<file path="src/sv/tun_pkg.sv">
// ----------------------------------------------------------------------------
// tun_pkg
// Shared constants and types for the triangle unit normal pipeline.
// ----------------------------------------------------------------------------
`default_nettype none

package tun_pkg;

   localparam int COORD_WIDTH_DEF      = 24;
   localparam int NORMAL_FRAC_BITS_DEF = 30;
   localparam int NORMAL_WIDTH         = 32;
   localparam int LANES                = 3;

   // control that travels with each item down the pipe
   typedef struct packed {
      logic             valid;
      logic             degenerate;
      logic [LANES-1:0] neg;
   } ctl_type;

endpackage

`default_nettype wire

</file>
<file path="src/sv/tun_sqrt_stage.sv">
// ----------------------------------------------------------------------------
// tun_sqrt_stage
// One digit-by-digit integer square root step on three lanes.
// ----------------------------------------------------------------------------
`default_nettype none

module tun_sqrt_stage #(
   parameter int RAD_WIDTH  = 2*tun_pkg::NORMAL_FRAC_BITS_DEF + 4,
   parameter int ROOT_WIDTH = tun_pkg::NORMAL_FRAC_BITS_DEF + 2
) (
   input  wire logic                              clock,
   input  wire logic                              reset,
   input  wire tun_pkg::ctl_type                  ctl_in,
   input  wire logic [2:0][RAD_WIDTH-1:0]         rad_in,
   input  wire logic [2:0][ROOT_WIDTH-1:0]        root_in,
   input  wire logic [2:0][ROOT_WIDTH+1:0]        rem_in,
   output tun_pkg::ctl_type                       ctl_out,
   output logic [2:0][RAD_WIDTH-1:0]              rad_out,
   output logic [2:0][ROOT_WIDTH-1:0]             root_out,
   output logic [2:0][ROOT_WIDTH+1:0]             rem_out
);

   tun_pkg::ctl_type               ctl_ff;
   logic [2:0][RAD_WIDTH-1:0]      rad_ff, rad_nx_in;
   logic [2:0][ROOT_WIDTH-1:0]     root_ff, root_nx_in;
   logic [2:0][ROOT_WIDTH+1:0]     rem_ff, rem_nx_in;

   always_comb begin
      logic [ROOT_WIDTH+3:0] cur;
      logic [ROOT_WIDTH+3:0] trial;
      logic                  ge;
      for (int i = 0; i < 3; i++) begin
         cur   = {rem_in[i], rad_in[i][RAD_WIDTH-1:RAD_WIDTH-2]};
         trial = {2'b00, root_in[i], 2'b01};
         ge    = (cur >= trial);
         rem_nx_in[i]  = ge ? (ROOT_WIDTH+2)'(cur - trial) : (ROOT_WIDTH+2)'(cur);
         root_nx_in[i] = {root_in[i][ROOT_WIDTH-2:0], ge};
         rad_nx_in[i]  = {rad_in[i][RAD_WIDTH-3:0], 2'b00};
      end
   end

   always_ff @(posedge clock) begin
      if (reset) begin
         ctl_ff <= '0;
      end else begin
         ctl_ff <= ctl_in;
      end
   end

   always_ff @(posedge clock) begin
      rad_ff  <= rad_nx_in;
      root_ff <= root_nx_in;
      rem_ff  <= rem_nx_in;
   end

   assign ctl_out  = ctl_ff;
   assign rad_out  = rad_ff;
   assign root_out = root_ff;
   assign rem_out  = rem_ff;

endmodule

`default_nettype wire

</file>
<file path="config.mk">
export PLATFORM = sky130hd
export DESIGN_NAME = tun_sqrt_stage
export DESIGN_NICKNAME = d
export VERILOG_FILES = /design/src/sv/tun_pkg.sv /design/src/sv/tun_sqrt_stage.sv
export SDC_FILE = /design/constraint.sdc
export NUM_CORES = 1
export LEC_CHECK = 0
export BUFFER_PORTS_ARGS = -buffer_cell sky130_fd_sc_hd__buf_2
export CAP_MARGIN = 20
export CORE_AREA = 3 3 311 313
export DETAILED_ROUTE_END_ITERATION = 16
export DIE_AREA = 0 0 314 316
export GPL_ROUTABILITY_DRIVEN = 0
export PLACE_DENSITY_LB_ADDON = 0.2
export RECOVER_POWER = 100
export SYNTH_ARGS = -nofsm -noshare
export SYNTH_HDL_FRONTEND = slang
export SYNTH_SLANG_ARGS = --single-unit
</file>
<file path="constraint.sdc">
create_clock -name clock -period 3.7 [get_ports clock]
set_input_delay 0.74 -clock clock [delete_from_list [all_inputs] [get_ports clock]]
set_output_delay 0.74 -clock clock [all_outputs]
set_load 0.005 [all_outputs]
</file>
==> summary.md <==
| Metric | Value |
|---|---|
| Final period util | `87.8%` |
| CTS tree | `built` |
| Clock root cell | `clkbuf_16` |
| Total die area | `99200 um^2` |
| WL final | `64.0 mm` |
| Rel. slew slack | `58.2%` |
| Hold buffer count at cts | `0` |
| Cells on Worst Hold Path | `1` |
| Final setup fails | `0` |
| Clock transition at the registers of the reported paths | `approximately 0.06 ns` |
| Slew of the pin with the lowest slew margin | `0.619 ns` |
| Share of the synthesized area in the top cell type | `51.6%` |
| Fin util | `22.9%` |
| # Post-CTS Setup Buffers | `0` |
| Sequential-to-total area share from yosys stat | `roughly half` |
| Dominant cell type by area after synthesis | `dfxtp_1` |
| Clock buffer count from CTS | `50` |
| Core area | `around 95000 um^2` |
| Slowest CP cell | `ha_1` |
| Share of cells above drive strength 1 | `25.0%` |
| DR vias | `~13k` |
| Total track usage | `12.3%` |
| Most common library cells after synthesis | `dfxtp_1, inv_1, a21oi_1` |
| # DRC | `0` |
| Yosys warns | `0` |
| I/O Buffers | `785` |
| Leak Pwr | `just under 10 nW` |
| Mapped Cells | `1404` |
| Area grow syn2layout | `43.6%` |
| Combinational share of power | `17.8%` |
| Wirelength per Cell | `18.0 um` |
| Mapped cell area | `15100 um^2` |
| Max stage delay on crit path | `0.37 ns` |
| Iter 0 DRT Violations | `336` |
| Global-route wire length before repair | `91.6 mm` |
| Switch share | `~28%` |
| Synth unique cells | `74` |
| # H-tree levels | `2` |
| Starting density of the core | `15.9%` |
| Routed Antenna Nets | `0` |
| Final hold viol count | `0` |
| Max-slew violations | `0` |
| Detailed Routing Iterations Pass 1 | `5` |
| Clock tree sinks | `389` |
| Clk buf depth | `3` |
| Fraction of registers with async set/reset | `0%` |
| Fillcell total | `around 11k` |
| Seq pwr share | `~40%` |
| # Max-Cap Violations | `0` |
| VDD IR max | `0.336 mV` |
| Die width | `314 um` |
| Vias/cell | `3.77` |
| Post-synthesis area per instance | `10.7 um^2` |
| CP Launch Type | `input port` |
| Fmax | `308 MHz` |
| Total net switching power | `approximately 3.3 mW` |
| Outcome | `completed` |
| Std-Cell Rows | `113` |
| RSZ-0062 raised after global routing | `false` |
| Nets | `2739` |
| Most common cell in the netlist | `dfxtp_1` |
| Vias in the first global route | `14.5k` |
| Crit Path Class | `input port to register` |
| Critical-path maximum fanout | `13` |
| CTS resizes | `0` |
| Chip height | `316 um` |
| Critical path endpoint category | `register` |
| Cells along the critical path | `clkbuf_1, inv_1, ha_1, a21oi_1, o21ai_0, a21oi_1, nor2_1, a211oi_1, o21ai_0, a211oi_1, o21a_2, buf_4, mux2_4` |
| Num ports | `792` |
| EDFF count, synth | `0` |
| Clock share of power | `a little over two fifths` |
| Pwr/cell area | `between 500 and 600 nW/um^2` |
| Final HPWL DP | `about 54 mm` |
| Post-route minimum period | `around 3.2 ns` |
| Crit path DAT | `3.74 ns` |
| Initial antenna violation count | `9` |
| Largest net degree at the start of global routing | `30` |
| Synth top area cells | `dfxtp_1, ha_1, mux2_4` |
| Final Power | `11.9 mW` |
| Flops & latches, synth | `between 300 and 400` |
| WP data required | `4.19 ns` |
| Int Pwr | `8.60 mW` |
| Post-synth top flop | `dfxtp_1` |
| Worst min path class | `input port to register` |
| GRT overflow | `0` |
## worst max-delay path, delay by kind of cell
kind / cells / cell delay (ns)
AOI/OAI and AO/OA: 7 / 1.70
adders and majority gates: 1 / 0.37
buffers and inverters: 3 / 0.52
muxes: 1 / 0.32
and+or+nand+nor: 1 / 0.07
## state kept, by name, indices dropped and copies added, names as in the netlist
| name | flops |
|---|---|
| rad_out | 186 |
| rem_out | 102 |
| ctl_out | 5 |
| root_out | 96 |
## routing by layer
layer | vias up | part of all wire, % | global-route usage (%) | routed length [um]
li1 | 6509 | - | - | -
met1 | 6210 | 36 | 12.6 | 23300
met2 | 562 | 53 | 23.6 | 33600
met3 | 79 | 8.5 | 4.11 | 5460
met4 | 4 | 2.4 | 3.42 | 1540
met5 | - | 0.041 | 0 | 26
## logic make-up (layout without fill, tap and decap cells)
| kind of cell | count (synthesis) | in the layout | synth area share [%] |
|---|---|---|---|
| adders and majority gates | 102 | 102 | 8.46 |
| xor gates and xnor gates | 94 | 94 | 5.46 |
| AOI/OAI and AO/OA | 324 | 324 | 14.2 |
| other | 1 | 10 | 0.0249 |
| DFF | 389 | 389 | 51.6 |
| and+or+nand+nor | 252 | 252 | 8.12 |
| buffers and inverters | 166 | 1035 | 5.18 |
| muxes | 76 | 76 | 6.93 |
## worst paths after layout
path                     from  slack, ns     endpoint
setup / recovery  root_in[81]       0.45  rem_out[93]
hold / removal     rad_in[27]       0.23  rad_out[29]
## per-stage QoR
stage               TNS, ns  hold WS (ns)  instances  instance area [um^2]  worst slack, ns
finish                    0         0.228       3547                 21700            0.450
global route              0         0.169       3543                 21700            0.249
CTS                       0         0.152       3543                 22300            0.606
detailed placement    -1.23         0.844       3453                 20600          -0.0869
global placement     -0.373         0.843       3453                 20600          -0.0324
floorplan                 0         0.768       1409                 15100            0.475
## power by group through the flow
stage / Combinational (mW) / Sequential, mW / Clock, mW
6_report: 2.12 / 4.76 / 5.03
2_1_floorplan: 1.17 / 4.87 / 0
3_5_place_dp: 2.36 / 4.85 / 0
3_3_place_gp: 2.37 / 4.86 / 0
4_1_cts: 2.38 / 4.77 / 5.26
5_1_grt: 2.36 / 4.80 / 5.40
## cell type report
type / count / area [um^2] / share of cell area, %
clock inverter: 22 / 298 / 1.37
antenna: 4 / 10.0 / 0.0462
multi-input combinational: 854 / 6380 / 29.5
tap: 1265 / 1580 / 7.31
timing repair buffer: 819 / 3720 / 17.2
inverter: 126 / 473 / 2.18
sequential: 389 / 7790 / 35.9
clock buffer: 68 / 1410 / 6.51
## cells in the final DEF (no fill, tap or decap), types with 5 or more instances in the layout
master / netlist / routed
a21o_1: 52 / 52
and2_1: 7 / 7
and3_1: 6 / 6
mux2_1: 0 / 38
nor2_1: 78 / 78
a21oi_1: 117 / 117
nor4_1: 7 / 7
xnor2_1: 62 / 62
nor3_1: 7 / 7
ha_1: 102 / 102
mux2_2: 19 / 19
mux2_4: 52 / 14
mux2i_1: 5 / 5
xor2_1: 32 / 32
dfxtp_1: 389 / 389
a211oi_1: 12 / 13
clkbuf_1: 13 / 401
buf_2: 12 / 395
o21ai_0: 42 / 44
clkbuf_8: 0 / 7
nand2_1: 66 / 66
a31oi_1: 13 / 13
conb_1: 1 / 6
o211ai_1: 8 / 8
nor2b_1: 16 / 16
or2_2: 5 / 5
bufinv_16: 0 / 5
o21a_1: 14 / 13
nand2b_1: 7 / 7
buf_4: 6 / 27
nand3_1: 18 / 18
clkbuf_16: 0 / 51
o21bai_1: 7 / 7
a211o_1: 7 / 7
inv_1: 126 / 126
nand4_1: 19 / 19
(Power assumes the default switching activity.)
