<file path="config.mk">
export PLATFORM = sky130hd
export DESIGN_NAME = tun_div_stage
export DESIGN_NICKNAME = d
export VERILOG_FILES = /design/src/sv/tun_pkg.sv /design/src/sv/tun_div_stage.sv
export SDC_FILE = /design/constraint.sdc
export NUM_CORES = 1
export LEC_CHECK = 0
export ABC_CLOCK_PERIOD_IN_PS = 3700
export BUFFER_PORTS_ARGS = -buffer_cell sky130_fd_sc_hd__buf_2
export CAP_MARGIN = 5
export CORE_AREA = 5 5 469 471
export CTS_CLUSTER_SIZE = 16
export DETAILED_ROUTE_END_ITERATION = 10
export DIE_AREA = 0 0 474 476
export SLEW_MARGIN = 20
export SYNTH_ARGS = -nofsm -noshare
export SYNTH_HDL_FRONTEND = slang
export SYNTH_SLANG_ARGS = --single-unit
</file>
<file path="constraint.sdc">
create_clock -name clock -period 3.7 [get_ports clock]
set_input_delay 0.37 -clock clock [delete_from_list [all_inputs] [get_ports clock]]
set_output_delay 0.37 -clock clock [all_outputs]
set_load 0.05 [all_outputs]
</file>
<file path="src/sv/tun_pkg.sv">
// ----------------------------------------------------------------------------
// tun_pkg
// Shared constants and types for the triangle unit normal pipeline.
// ----------------------------------------------------------------------------
`default_nettype none

package tun_pkg;

   localparam int COORD_WIDTH_DEF      = 24;
   localparam int NORMAL_FRAC_BITS_DEF = 30;
   localparam int NORMAL_WIDTH         = 32;
   localparam int LANES                = 3;

   // control that travels with each item down the pipe
   typedef struct packed {
      logic             valid;
      logic             degenerate;
      logic [LANES-1:0] neg;
   } ctl_type;

endpackage

`default_nettype wire

</file>
<file path="src/sv/tun_div_stage.sv">
// ----------------------------------------------------------------------------
// tun_div_stage
// One restoring-division step on three lanes: one quotient bit per lane.
// ----------------------------------------------------------------------------
`default_nettype none

module tun_div_stage #(
   parameter int SUM_WIDTH = 4*tun_pkg::COORD_WIDTH_DEF + 6,
   parameter int QUO_WIDTH = 2*tun_pkg::NORMAL_FRAC_BITS_DEF + 3,
   parameter bit FIRST     = 1'b0
) (
   input  wire logic                              clock,
   input  wire logic                              reset,
   input  wire tun_pkg::ctl_type                  ctl_in,
   input  wire logic [SUM_WIDTH-1:0]              sum_in,
   input  wire logic [2:0][SUM_WIDTH-1:0]         rem_in,
   input  wire logic [2:0][QUO_WIDTH-1:0]         quo_in,
   output tun_pkg::ctl_type                       ctl_out,
   output logic [SUM_WIDTH-1:0]                   sum_out,
   output logic [2:0][SUM_WIDTH-1:0]              rem_out,
   output logic [2:0][QUO_WIDTH-1:0]              quo_out
);

   tun_pkg::ctl_type              ctl_ff;
   logic [SUM_WIDTH-1:0]          sum_ff;
   logic [2:0][SUM_WIDTH-1:0]     rem_ff, rem_nx_in;
   logic [2:0][QUO_WIDTH-1:0]     quo_ff, quo_nx_in;

   always_comb begin
      logic [SUM_WIDTH:0] t;
      logic               ge;
      for (int i = 0; i < 3; i++) begin
         t  = FIRST ? {1'b0, rem_in[i]} : {rem_in[i], 1'b0};
         ge = (t >= {1'b0, sum_in});
         rem_nx_in[i] = ge ? SUM_WIDTH'(t - {1'b0, sum_in}) : SUM_WIDTH'(t);
         quo_nx_in[i] = {quo_in[i][QUO_WIDTH-2:0], ge};
      end
   end

   always_ff @(posedge clock) begin
      if (reset) begin
         ctl_ff <= '0;
      end else begin
         ctl_ff <= ctl_in;
      end
   end

   always_ff @(posedge clock) begin
      sum_ff <= sum_in;
      rem_ff <= rem_nx_in;
      quo_ff <= quo_nx_in;
   end

   assign ctl_out = ctl_ff;
   assign sum_out = sum_ff;
   assign rem_out = rem_ff;
   assign quo_out = quo_ff;

endmodule

`default_nettype wire

</file>
==> results of run 1 <==
[logic make-up (layout without fill, tap and decap cells)]
kind of cell / after synthesis / in the layout / synth area share, %
AO/OA/AOI/OAI: 1483 / 1483 / 25.27
AND/OR/NAND/NOR: 1328 / 1328 / 17.29
flip-flops: 602 / 602 / 34.15
buffers and inverters: 398 / 3528 / 4.548
adder cells (fa/ha/maj): 309 / 309 / 11.02
XOR/XNOR: 279 / 279 / 6.923
multiplexers: 26 / 26 / 0.8154
other: 0 / 53 / 0
[power by group]
part	internal, uW	leakage (uW)	switching, uW	total [uW]
logic	4670	0.0241	8570	13200
registers	7400	0.00508	478	7880
clock network	5110	0.00140	3570	8680
[stage by stage]
| stage | setup WS (ns) | cell area [um2] |
|---|---|---|
| global placement | -1.308 | 55050 |
| global route | -0.05924 | 64410 |
| finish | 0.01537 | 64430 |
| detailed placement | -1.038 | 55060 |
| floorplan | 0.2270 | 35300 |
| CTS | 0.0003033 | 63540 |
[flip-flops by register name (all words and copies together) (netlist names)]
| signal | flops |
|---|---|
| ctl_out | 5 |
| rem_out | 306 |
| quo_out | 189 |
| sum_out | 102 |
[tightest hold or removal path: cells and delay by family]
kind                   cells  cell delay (ns)
and+or+nand+nor            1             0.09
buffers and inverters      2             0.23
AOI/OAI and AO/OA          1             0.06
[cells in the mapped netlist, types with 34 or more instances]
master,count
a21o_1,139
nand2_1,381
ha_1,306
nor2b_1,34
o21ai_0,286
nand3_1,61
and3_1,34
o21a_1,45
buf_2,41
a21oi_1,654
nor2_1,479
nand4_1,131
nor3_1,65
dfxtp_1,602
o21bai_1,81
xnor2_1,161
a31oi_1,41
xor2_1,118
clkbuf_1,154
inv_1,183
[cell usage in the layout, fill, tap and decap left out, types with 176 or more instances in the layout]
master	instances
dfxtp_1	602
inv_1	176
dlygate4sd3_1	552
nand2_1	380
buf_4	1394
ha_1	297
buf_2	1202
nor2_1	472
o21ai_0	271
a21oi_1	636
[worst min path at each step]
stage	slack [ns]	end	depth (start not counted)	startpoint
after floorplan	0.40	quo_out[100]	0	quo_in[99]
after global placement	0.47	quo_out[47]	1	quo_in[46]
after detailed placement	0.47	quo_out[42]	1	quo_in[41]
after CTS	0.001	rem_out[1]	4	rem_in[0]
after global routing	0.06	rem_out[1]	4	rem_in[0]
final	0.09	rem_out[153]	4	rem_in[152]
[what timing repair did]
action / in CTS / in global routing
resized for setup: 12 / 135
hold buffers: 552 / 0
gates cloned: 0 / 3
buffers inserted: 0 / 14
pin swaps: 1 / 8
setup endpoints to repair: 161 / 203
hold endpoints to repair: 546 / 0
[per-layer routing]
layer,wire (um),track usage (%)
met1,100400,23.78
met4,22000,15.94
met3,14280,3.993
met2,137300,41.71
met5,113,0
[cell type report]
cell class | instances | area share [%]
antenna | 53 | 0.2058
inverter | 185 | 1.103
tap | 2854 | 5.542
sequential | 602 | 18.71
clock buffer | 109 | 3.544
multi-input combinational | 3425 | 34.43
clock inverter | 41 | 0.9671
timing repair buffer | 3193 | 35.51
==> out/results.ini, run 1 <==
[clocking]
clockBufferDepth=3
clkTransAtPathRegs_ns=0.07
clkSinkCount=602
cts_tree=yes
cts_buffers=82
cts_max_level=3
clockRootBuffer=clkbuf_16

[synth]
seq_area_frac_synth_pct=34.15
syn_avg_cell_area_um2=7.976
yosys_warnings=0
synth_cell_types=80
synth_top_cell_area_share_pct=34.15
syn_inst=4425
synthArstFlopShare_pct=0
syn_area_um2=35300
synth_top_area_cell=dfxtp_1
synthesis.nets=5338
synth_edf_count=0
yosys_register_bits=602
synth_ff_type=dfxtp_1
synthTopCellsByArea=dfxtp_1 34%, ha_1 11%, a21oi_1 9.3%, nor2_1 5.1%, o21ai_0 4.1%

[route]
antenna_left=0
drcViolationCount=0
via_per_inst=4.453
wl_um=274100
drt_first_pass_iters=5
detail_route.wl_per_cell_um=26.20
num_vias=46590
drtIter0Drc=2895

[placement]
dpl.hpwl_um=231700
dp_cells=9690
gp_congestion=0.9824
port_buffers=1202

[setup_path]
critPathMaxStageDelay_ns=0.44
path_delay_family=buffers and inverters
critical_path_depth=17
critPathMostFrequentCell=buf_4
crit_path_cell_trace=buf_2 > inv_1 > ha_1 > buf_4 > and4_1 > buf_4 > and3_2 > o2111ai_4 > a2111oi_4 > buf_4 > o21a_1 > nor3b_4 > buf_4 > o41ai_4 > buf_12 > buf_16 > mux2_2
worstSetupStartpoint=sum_in[19]
crit_slowest_cell=a2111oi_4
cp-start-kind=input port
cp_max_fo=34
timing.critical_path.buf_inv=8
crit_required_ns=4.29
endpoint=rem_out[121]
critical_path_class=input port to flop
crit_arrival_ns=4.28
endpoint_kind=flop

[job]
maxCapViolations=0

[global_route]
antenna_found_initial=77
grtUsageTotal_pct=22.85
grt_pass1_vias=48150
grt-ovfl-total=0
grt_pass1_wl_um=363800
grt_start_max_net_pins=48

[sta]
finalMaxSlewViolations=0
worst_slew_pin_slew_ns=0.8858
setup_tns_ns=0
maxSlewHeadroom_pct=40.42
min_period_ns=3.685
rsz0062_at_grt=yes
timing.fmax_mhz=271.4
hold_viol=0
post-route-period-util_pct=99.58
whs_ns=0.08690
setup_viol=0

[final_layout]
regArea_um2=12050
final_util_pct=29.87
layout-drive-gt1-share_pct=38.86
multi_input_area_um2=22180
fin_cells=10460
fin_nets=8402
fillers=23090
area_growth_pct=82.54

[floorplanning]
die-area_um2=225600
rows=171
die_h_um=476
start_util_pct=16.37
ios=1206
core_area_um2=215700
fp.dieW_um=474

[min_path]
hold_class=input port to flop

[pwr]
totalPowerFinal_uw=29800
leakage_uw=0.03059
powerDensity_nw_per_um2=462.6
peakVddDrop_v=0.0003753

[status]
status=finished clean

(Power assumes the default switching activity.)
==> run 2, diff against run 1 <==
ABC_CLOCK_PERIOD_IN_PS = 4730   (was 3700)
CELL_PAD_IN_SITES_DETAIL_PLACEMENT = 2   (was not set)
CELL_PAD_IN_SITES_GLOBAL_PLACEMENT = 2   (was not set)
CORE_AREA = 5 5 460 462   (was 5 5 469 471)
DIE_AREA = 0 0 465 467   (was 0 0 474 476)
PLACE_DENSITY_LB_ADDON = 0.1   (was not set)
clock period = 4.73 ns   (was 3.7 ns; I/O delays follow)
==> run 2 against run 1 <==
Combinational power shrank 33%. Global-route usage shrank 0.81 points. Flip-flop and latch count is the same. Core utilization shrank 3.0 points. Final area shrank 14%. Critical path depth grew 3. Sequential share of layout area grew 3.0 points. Largest cell class is now multi-input gates. Highest routed layer unchanged.
==> out/results.ini, run 2 (same netlist as run 1, synthesis figures left out) <==
[clocking]
clockBufferDepth=3  ; unchanged
clkTransAtPathRegs_ns=0.06  ; was 0.07 ns
cts_max_level=3  ; unchanged
clkSinkCount=602  ; unchanged
cts_tree=yes  ; unchanged
clockRootBuffer=clkbuf_16  ; unchanged
cts_buffers=86  ; was 82
cts_setup_buffers=0  ; unchanged

[setup_path]
cp-start-kind=input port  ; unchanged
crit_required_ns=5.33  ; was 4.29 ns
endpoint_kind=flop  ; unchanged
critical_path_class=input port to flop  ; unchanged
cp_max_fo=5  ; was 34
worstSetupStartpoint=sum_in[1]  ; was sum_in[19]
crit_arrival_ns=5.24  ; was 4.28 ns

[pwr]
peakVddDrop_v=0.0002914  ; was 0.0003753 V
comb_power_share_pct=39.6  ; was 44.4%
swShare_pct=42.07  ; was 42.34%
pwr-share-clk_pct=33.3  ; was 29.1%
power_frac_seq_pct=27.1  ; was 26.4%
powerDensity_nw_per_um2=404.6  ; was 462.6 nW/um2
p_int_uw=13020  ; was 17,180 uW
p_switching_uw=9453  ; was 12,620 uW
leakage_uw=0.02541  ; was 0.03059 uW

[sta]
finalMaxSlewViolations=0  ; unchanged
timing.fmax_mhz=215.6
setup_viol=0  ; unchanged
whs_ns=0.07021  ; was 0.08690 ns
min_period_ns=4.639
setup_tns_ns=0  ; unchanged
fin_ws_ns=0.09146  ; was 0.01537 ns
worst_slew_pin_slew_ns=1.089  ; was 0.8858 ns
post-route-period-util_pct=98.07
maxSlewHeadroom_pct=26.47  ; was 40.42%
hold_viol=0  ; unchanged

[global_route]
antenna_found_initial=43  ; was 77
grt_start_max_net_pins=35  ; was 48
grt-ovfl-total=0  ; unchanged
grtUsageTotal_pct=22.04  ; was 22.85%
grt_pass1_wl_um=345600  ; was 363,800 um
grt_pass1_vias=45460  ; was 48,150

[placement]
place_ws_ns=-0.04386  ; was -1.038 ns
dpl.hpwl_um=216900  ; was 231,700 um
dpl_cell_area_um2=47000  ; was 55,060 um2
port_buffers=1202  ; unchanged
gp_congestion=0.8992  ; was 0.9824

[route]
wl_um=251100  ; was 274,100 um
drt_first_pass_iters=5  ; unchanged
via_per_inst=4.482  ; was 4.453
drcViolationCount=0  ; unchanged
detail_route.wl_per_cell_um=27.27  ; was 26.20 um
drtIter0Drc=1662  ; was 2,895
antenna_left=0  ; unchanged
num_vias=41270  ; was 46,590

[floorplanning]
rows=167  ; was 171
start_util_pct=17.08  ; was 16.37%
fp.dieW_um=465  ; was 474 um
core_area_um2=206700  ; was 215,700 um2
ios=1206  ; unchanged
die-area_um2=217200  ; was 225,600 um2
die_h_um=467  ; was 476 um

[final_layout]
area_growth_pct=57.36  ; was 82.54%
final_cell_mix=1,202 x buf_2, 654 x a21oi_1, 602 x dfxtp_1  ; was 1,394 x buf_4, 1,202 x buf_2, 636 x a21oi_1
largest_reg_flops=306  ; unchanged
layout-drive-gt1-share_pct=27.66  ; was 38.86%
fin_nets=7328  ; was 8,402
design_area_um2=55540  ; was 64,430 um2
layout_commonest_cell=buf_2  ; was buf_4

[status]
status=finished clean  ; unchanged

[min_path]
hold_class=input port to flop  ; unchanged
worstHoldStart=rem_in[158]  ; was rem_in[152]

[job]
maxCapViolations=0  ; unchanged

run 2: changes by cell type in the layout (fill, tap and decap cells not counted), moves of 10 or more:
| cell | change |
|---|---|
| a21oi_1 | +18 |
| a21oi_2 | -18 |
| buf_4 | -1030 |
| diode_2 | -35 |
| dlygate4sd3_1 | -26 |
| o21ai_0 | +15 |
| o21ai_1 | -10 |
run 2: final cells by class:
type                       instances  area (um2)
fill                           23750      151100
multi-input combinational       3425       21670
timing repair buffer            2115       14470
sequential                       602       12050
tap                             2704        3383
clock buffer                     115        2412
clock inverter                    45       802.0
inverter                         185       699.4
antenna                           18       45.04
run 2: what timing repair did:
| action | CTS | global route |
|---|---|---|
| endpoints found under the hold margin | 524 | 0 |
| endpoints found under the setup margin | 0 | 7 |
| hold buffers | 526 | 0 |
| gates resized for setup | 0 | 3 |
run 2: through the flow:
| stage | util, % | total power (uW) | instances |
|---|---|---|---|
| after floorplan | - | 11320 | 4425 |
| after global placement | 22.74 | 14780 | 8505 |
| after detailed placement | 22.74 | 14820 | 8505 |
| after CTS | 26.85 | 22920 | 9191 |
| after global routing | 26.87 | 23540 | 9202 |
| final | 26.88 | 22470 | 9209 |
run 2: power groups by stage:
| stage | Combinational (uW) | Sequential [uW] | Clock, uW |
|---|---|---|---|
| floorplan | 2750 | 8580 | 0 |
| global placement | 8570 | 6210 | 0 |
| detailed placement | 8610 | 6210 | 0 |
| CTS | 9030 | 6110 | 7770 |
| global route | 9440 | 6150 | 7950 |
| finish | 8900 | 6090 | 7470 |
run 2: layer usage:
layer	track usage (%)	wire, um	vias to the layer above	part of all wire, %
li1	-	-	19810	-
met1	24.93	101100	20290	40
met2	42.17	131900	931	53
met3	3.655	10030	226	4.0
met4	6.333	7979	18	3.2
met5	0	117	-	0.047
run 2: worst max-delay path: stages:
cell           delay (ns)
dlygate4sd3_1        0.53
buf_2                0.12
inv_1                0.26
buf_4                0.19
fa_1                 0.25
a211oi_2             0.11
o211ai_1             0.38
a21oi_1              0.13
buf_4                0.17
a221o_1              0.41
a21oi_1              0.23
buf_4                0.18
a311oi_1             0.10
buf_4                0.19
o21ai_1              0.45
a211oi_1             0.16
buf_4                0.19
o21ai_0              0.40
xnor2_1              0.20
a21oi_1              0.10
run 2: final timing paths:
path	slack [ns]	end	cells past startpoint
hold / removal	0.07	rem_out[159]	3
setup / recovery	0.09	rem_out[92]	20
==> run 3, diff against run 2 <==
CAP_MARGIN = not set   (was 5)
CTS_BUF_LIST = sky130_fd_sc_hd__clkbuf_2 sky130_fd_sc_hd__clkbuf_4 sky130_fd_sc_hd__clkbuf_8   (was not set)
REMOVE_ABC_BUFFERS = 1   (was not set)
==> run 3 against run 2 <==
Clock power down 3.3%. Count of clock-buffer cells in the layout up 87. Largest power group unchanged. Sequential power about the same. Die area unchanged. Critical path depth down 3. Flip-flop and latch count unchanged. Wire length up 3.5%. Hold slack better by 0.10 ns. Sequential share of layout area down 0.29 points. Via count up 2.7%. Global-route usage up 0.76 points. Final area up 1.4%.
==> out/results.ini, run 3 (same netlist as run 1, synthesis figures left out) <==
[global_route]
grtUsageTotal_pct=22.80  ; was 22.04%
grt_pass1_vias=46640  ; was 45,460
antenna_found_initial=62  ; was 43
grt-ovfl-total=0  ; unchanged
grt_pass1_wl_um=356300  ; was 345,600 um
grt_start_max_net_pins=47  ; was 35

[placement]
dp_cells=8507  ; was 8,505
port_buffers=1202  ; unchanged
gp_congestion=0.9204  ; was 0.8992
dpl.hpwl_um=221300  ; was 216,900 um
dpl_cell_area_um2=46990  ; was 47,000 um2

[sta]
post-route-period-util_pct=97.41  ; was 98.07%
finalMaxSlewViolations=0  ; unchanged
setup_viol=0  ; unchanged
maxSlewHeadroom_pct=32.89  ; was 26.47%
hold_viol=0  ; unchanged
rsz0062_at_grt=no
min_period_ns=4.608  ; was 4.639 ns
whs_ns=0.1738  ; was 0.07021 ns
worst_slew_pin_slew_ns=1.007  ; was 1.089 ns
timing.fmax_mhz=217.0  ; was 215.6 MHz

[final_layout]
final_util_pct=27.24  ; was 26.88%
fin_cells=9377  ; was 9,209
layout-drive-gt1-share_pct=28.50  ; was 27.66%
design_area_um2=56300  ; was 55,540 um2
final_cell_mix=1,202 x buf_2, 654 x a21oi_1, 602 x dfxtp_1  ; unchanged
area_growth_pct=59.51  ; was 57.36%
largest_reg_flops=306  ; unchanged
fin_nets=7452  ; was 7,328
layout_commonest_cell=buf_2  ; unchanged
fillers=23790  ; was 23,750

[route]
drcViolationCount=0  ; unchanged
wl_um=259900  ; was 251,100 um
drt_first_pass_iters=7  ; was 5
drtIter0Drc=1687  ; was 1,662
num_vias=42380  ; was 41,270
via_per_inst=4.520  ; was 4.482
antenna_left=0  ; unchanged
detail_route.wl_per_cell_um=27.72  ; was 27.27 um

[setup_path]
path_delay_family=compound AO/OA/AOI/OAI gates  ; unchanged
crit_required_ns=5.54  ; was 5.33 ns
crit_arrival_ns=5.42  ; was 5.24 ns
crit_path_cell_trace=dlygate4sd3_1 > buf_2 > inv_1 > ha_1 > a21oi_1 > o21ai_0 > a211oi_1 > or3_1 > a31o_2 > a211oi_1 > buf_4 > o211ai_1 > a21oi_1 > buf_4 > a21oi_1 > mux2i_1 > a211oi_1  ; was dlygate4sd3_1 > buf_2 > inv_1 > buf_4 > fa_1 > a211oi_2 > o211ai_1 > a21oi_1 > buf_4 > a221o_1 > a21oi_1 > buf_4 > a311oi_1 > buf_4 > o21ai_1 > a211oi_1 > buf_4 > o21ai_0 > xnor2_1 > a21oi_1
timing.critical_path.buf_inv=5  ; was 8
critical_path_class=input port to flop  ; unchanged
cp-start-kind=input port  ; unchanged
cp_max_fo=5  ; unchanged
critPathMaxStageDelay_ns=0.68  ; was 0.53 ns
crit_slowest_cell=a211oi_1  ; was dlygate4sd3_1
endpoint_kind=flop  ; unchanged

[clocking]
cts_tree=yes  ; unchanged
clkSinkCount=602  ; unchanged
clkTransAtPathRegs_ns=0.06  ; about the same
cts_max_level=4  ; was 3
cts_setup_buffers=0  ; unchanged
cts_buffers=133  ; was 86
cts_resized=0  ; unchanged
clockRootBuffer=clkbuf_8  ; was clkbuf_16
clockBufferDepth=3  ; unchanged
hold_buffers=601  ; was 526

[pwr]
swShare_pct=43.09  ; was 42.07%
peakVddDrop_v=0.0002969  ; was 0.0002914 V
power_frac_seq_pct=27.4  ; was 27.1%
leakage_uw=0.02587  ; was 0.02541 uW
p_switching_uw=9619  ; was 9453 uW
powerDensity_nw_per_um2=396.5  ; was 404.6 nW/um2
comb_power_share_pct=40.3  ; was 39.6%
p_int_uw=12710  ; was 13,020 uW
pwr-share-clk_pct=32.3  ; was 33.3%

[floorplanning]
core_area_um2=206700  ; unchanged
start_util_pct=17.08  ; unchanged
fp.dieW_um=465  ; unchanged
die-area_um2=217200  ; unchanged
rows=167  ; unchanged
ios=1206  ; unchanged
die_h_um=467  ; unchanged

[job]
maxCapViolations=0  ; unchanged

[min_path]
hold_class=input port to flop  ; unchanged

[status]
status=finished clean  ; unchanged

## run 3: cell count changes in the layout (fill, tap and decap cells not counted), moves of 5 or more
| cell | change |
|---|---|
| inv_12 | +5 |
| clkbuf_1 | -15 |
| clkbuf_16 | -87 |
| clkinvlp_4 | -5 |
| clkbuf_8 | +156 |
| bufinv_16 | -5 |
| clkbuf_4 | +33 |
| clkinv_2 | +6 |
| dlygate4sd3_1 | +75 |
| diode_2 | +6 |
## run 3: power by group through the flow
| stage | clock network (uW) | logic [uW] | registers (uW) |
|---|---|---|---|
| floorplan | 0 | 2730 | 8580 |
| global placement | 0 | 8570 | 6230 |
| detailed placement | 0 | 8600 | 6230 |
| CTS | 7530 | 9090 | 6140 |
| global route | 7760 | 9510 | 6170 |
| finish | 7220 | 8990 | 6120 |
## run 3: final cells by class
| cell class | count | area [um2] | area share (%) |
|---|---|---|---|
| diodes | 24 | 60.06 | 0.1067 |
| clock buffers | 202 | 2574 | 4.571 |
| multi-input cells | 3425 | 21660 | 38.47 |
| repair buffers | 2192 | 15210 | 27.02 |
| well taps | 2704 | 3383 | 6.009 |
| inverters | 185 | 699.4 | 1.242 |
| clock inverters | 43 | 659.4 | 1.171 |
| flip-flops and latches | 602 | 12050 | 21.41 |
## run 3: path summary, 6_finish.rpt
path | start | to | slack (ns) | depth (start not counted)
setup / recovery | sum_in[24] | rem_out[301] | 0.12 | 17
hold / removal | quo_in[143] | quo_out[144] | 0.17 | 2
## run 3: metal layers
layer / up-vias / part of all wire [%] / track usage, %
li1: 20080 / - / -
met1: 20880 / 38 / 24.44
met5: - / 0.027 / 0
met4: 12 / 3.3 / 7.061
met2: 1106 / 54 / 44.84
met3: 312 / 4.1 / 4.093
## run 3: metrics by stage
step | setup slack [ns] | power [uW] | setup TNS, ns
finish | 0.1225 | 22320 | 0
global route | 0.005469 | 23440 | 0
CTS | 0.3452 | 22770 | 0
detailed placement | -0.1158 | 14830 | -0.2580
global placement | -0.07263 | 14800 | -0.1908
floorplan | -3.057 | 11310 | -521.10
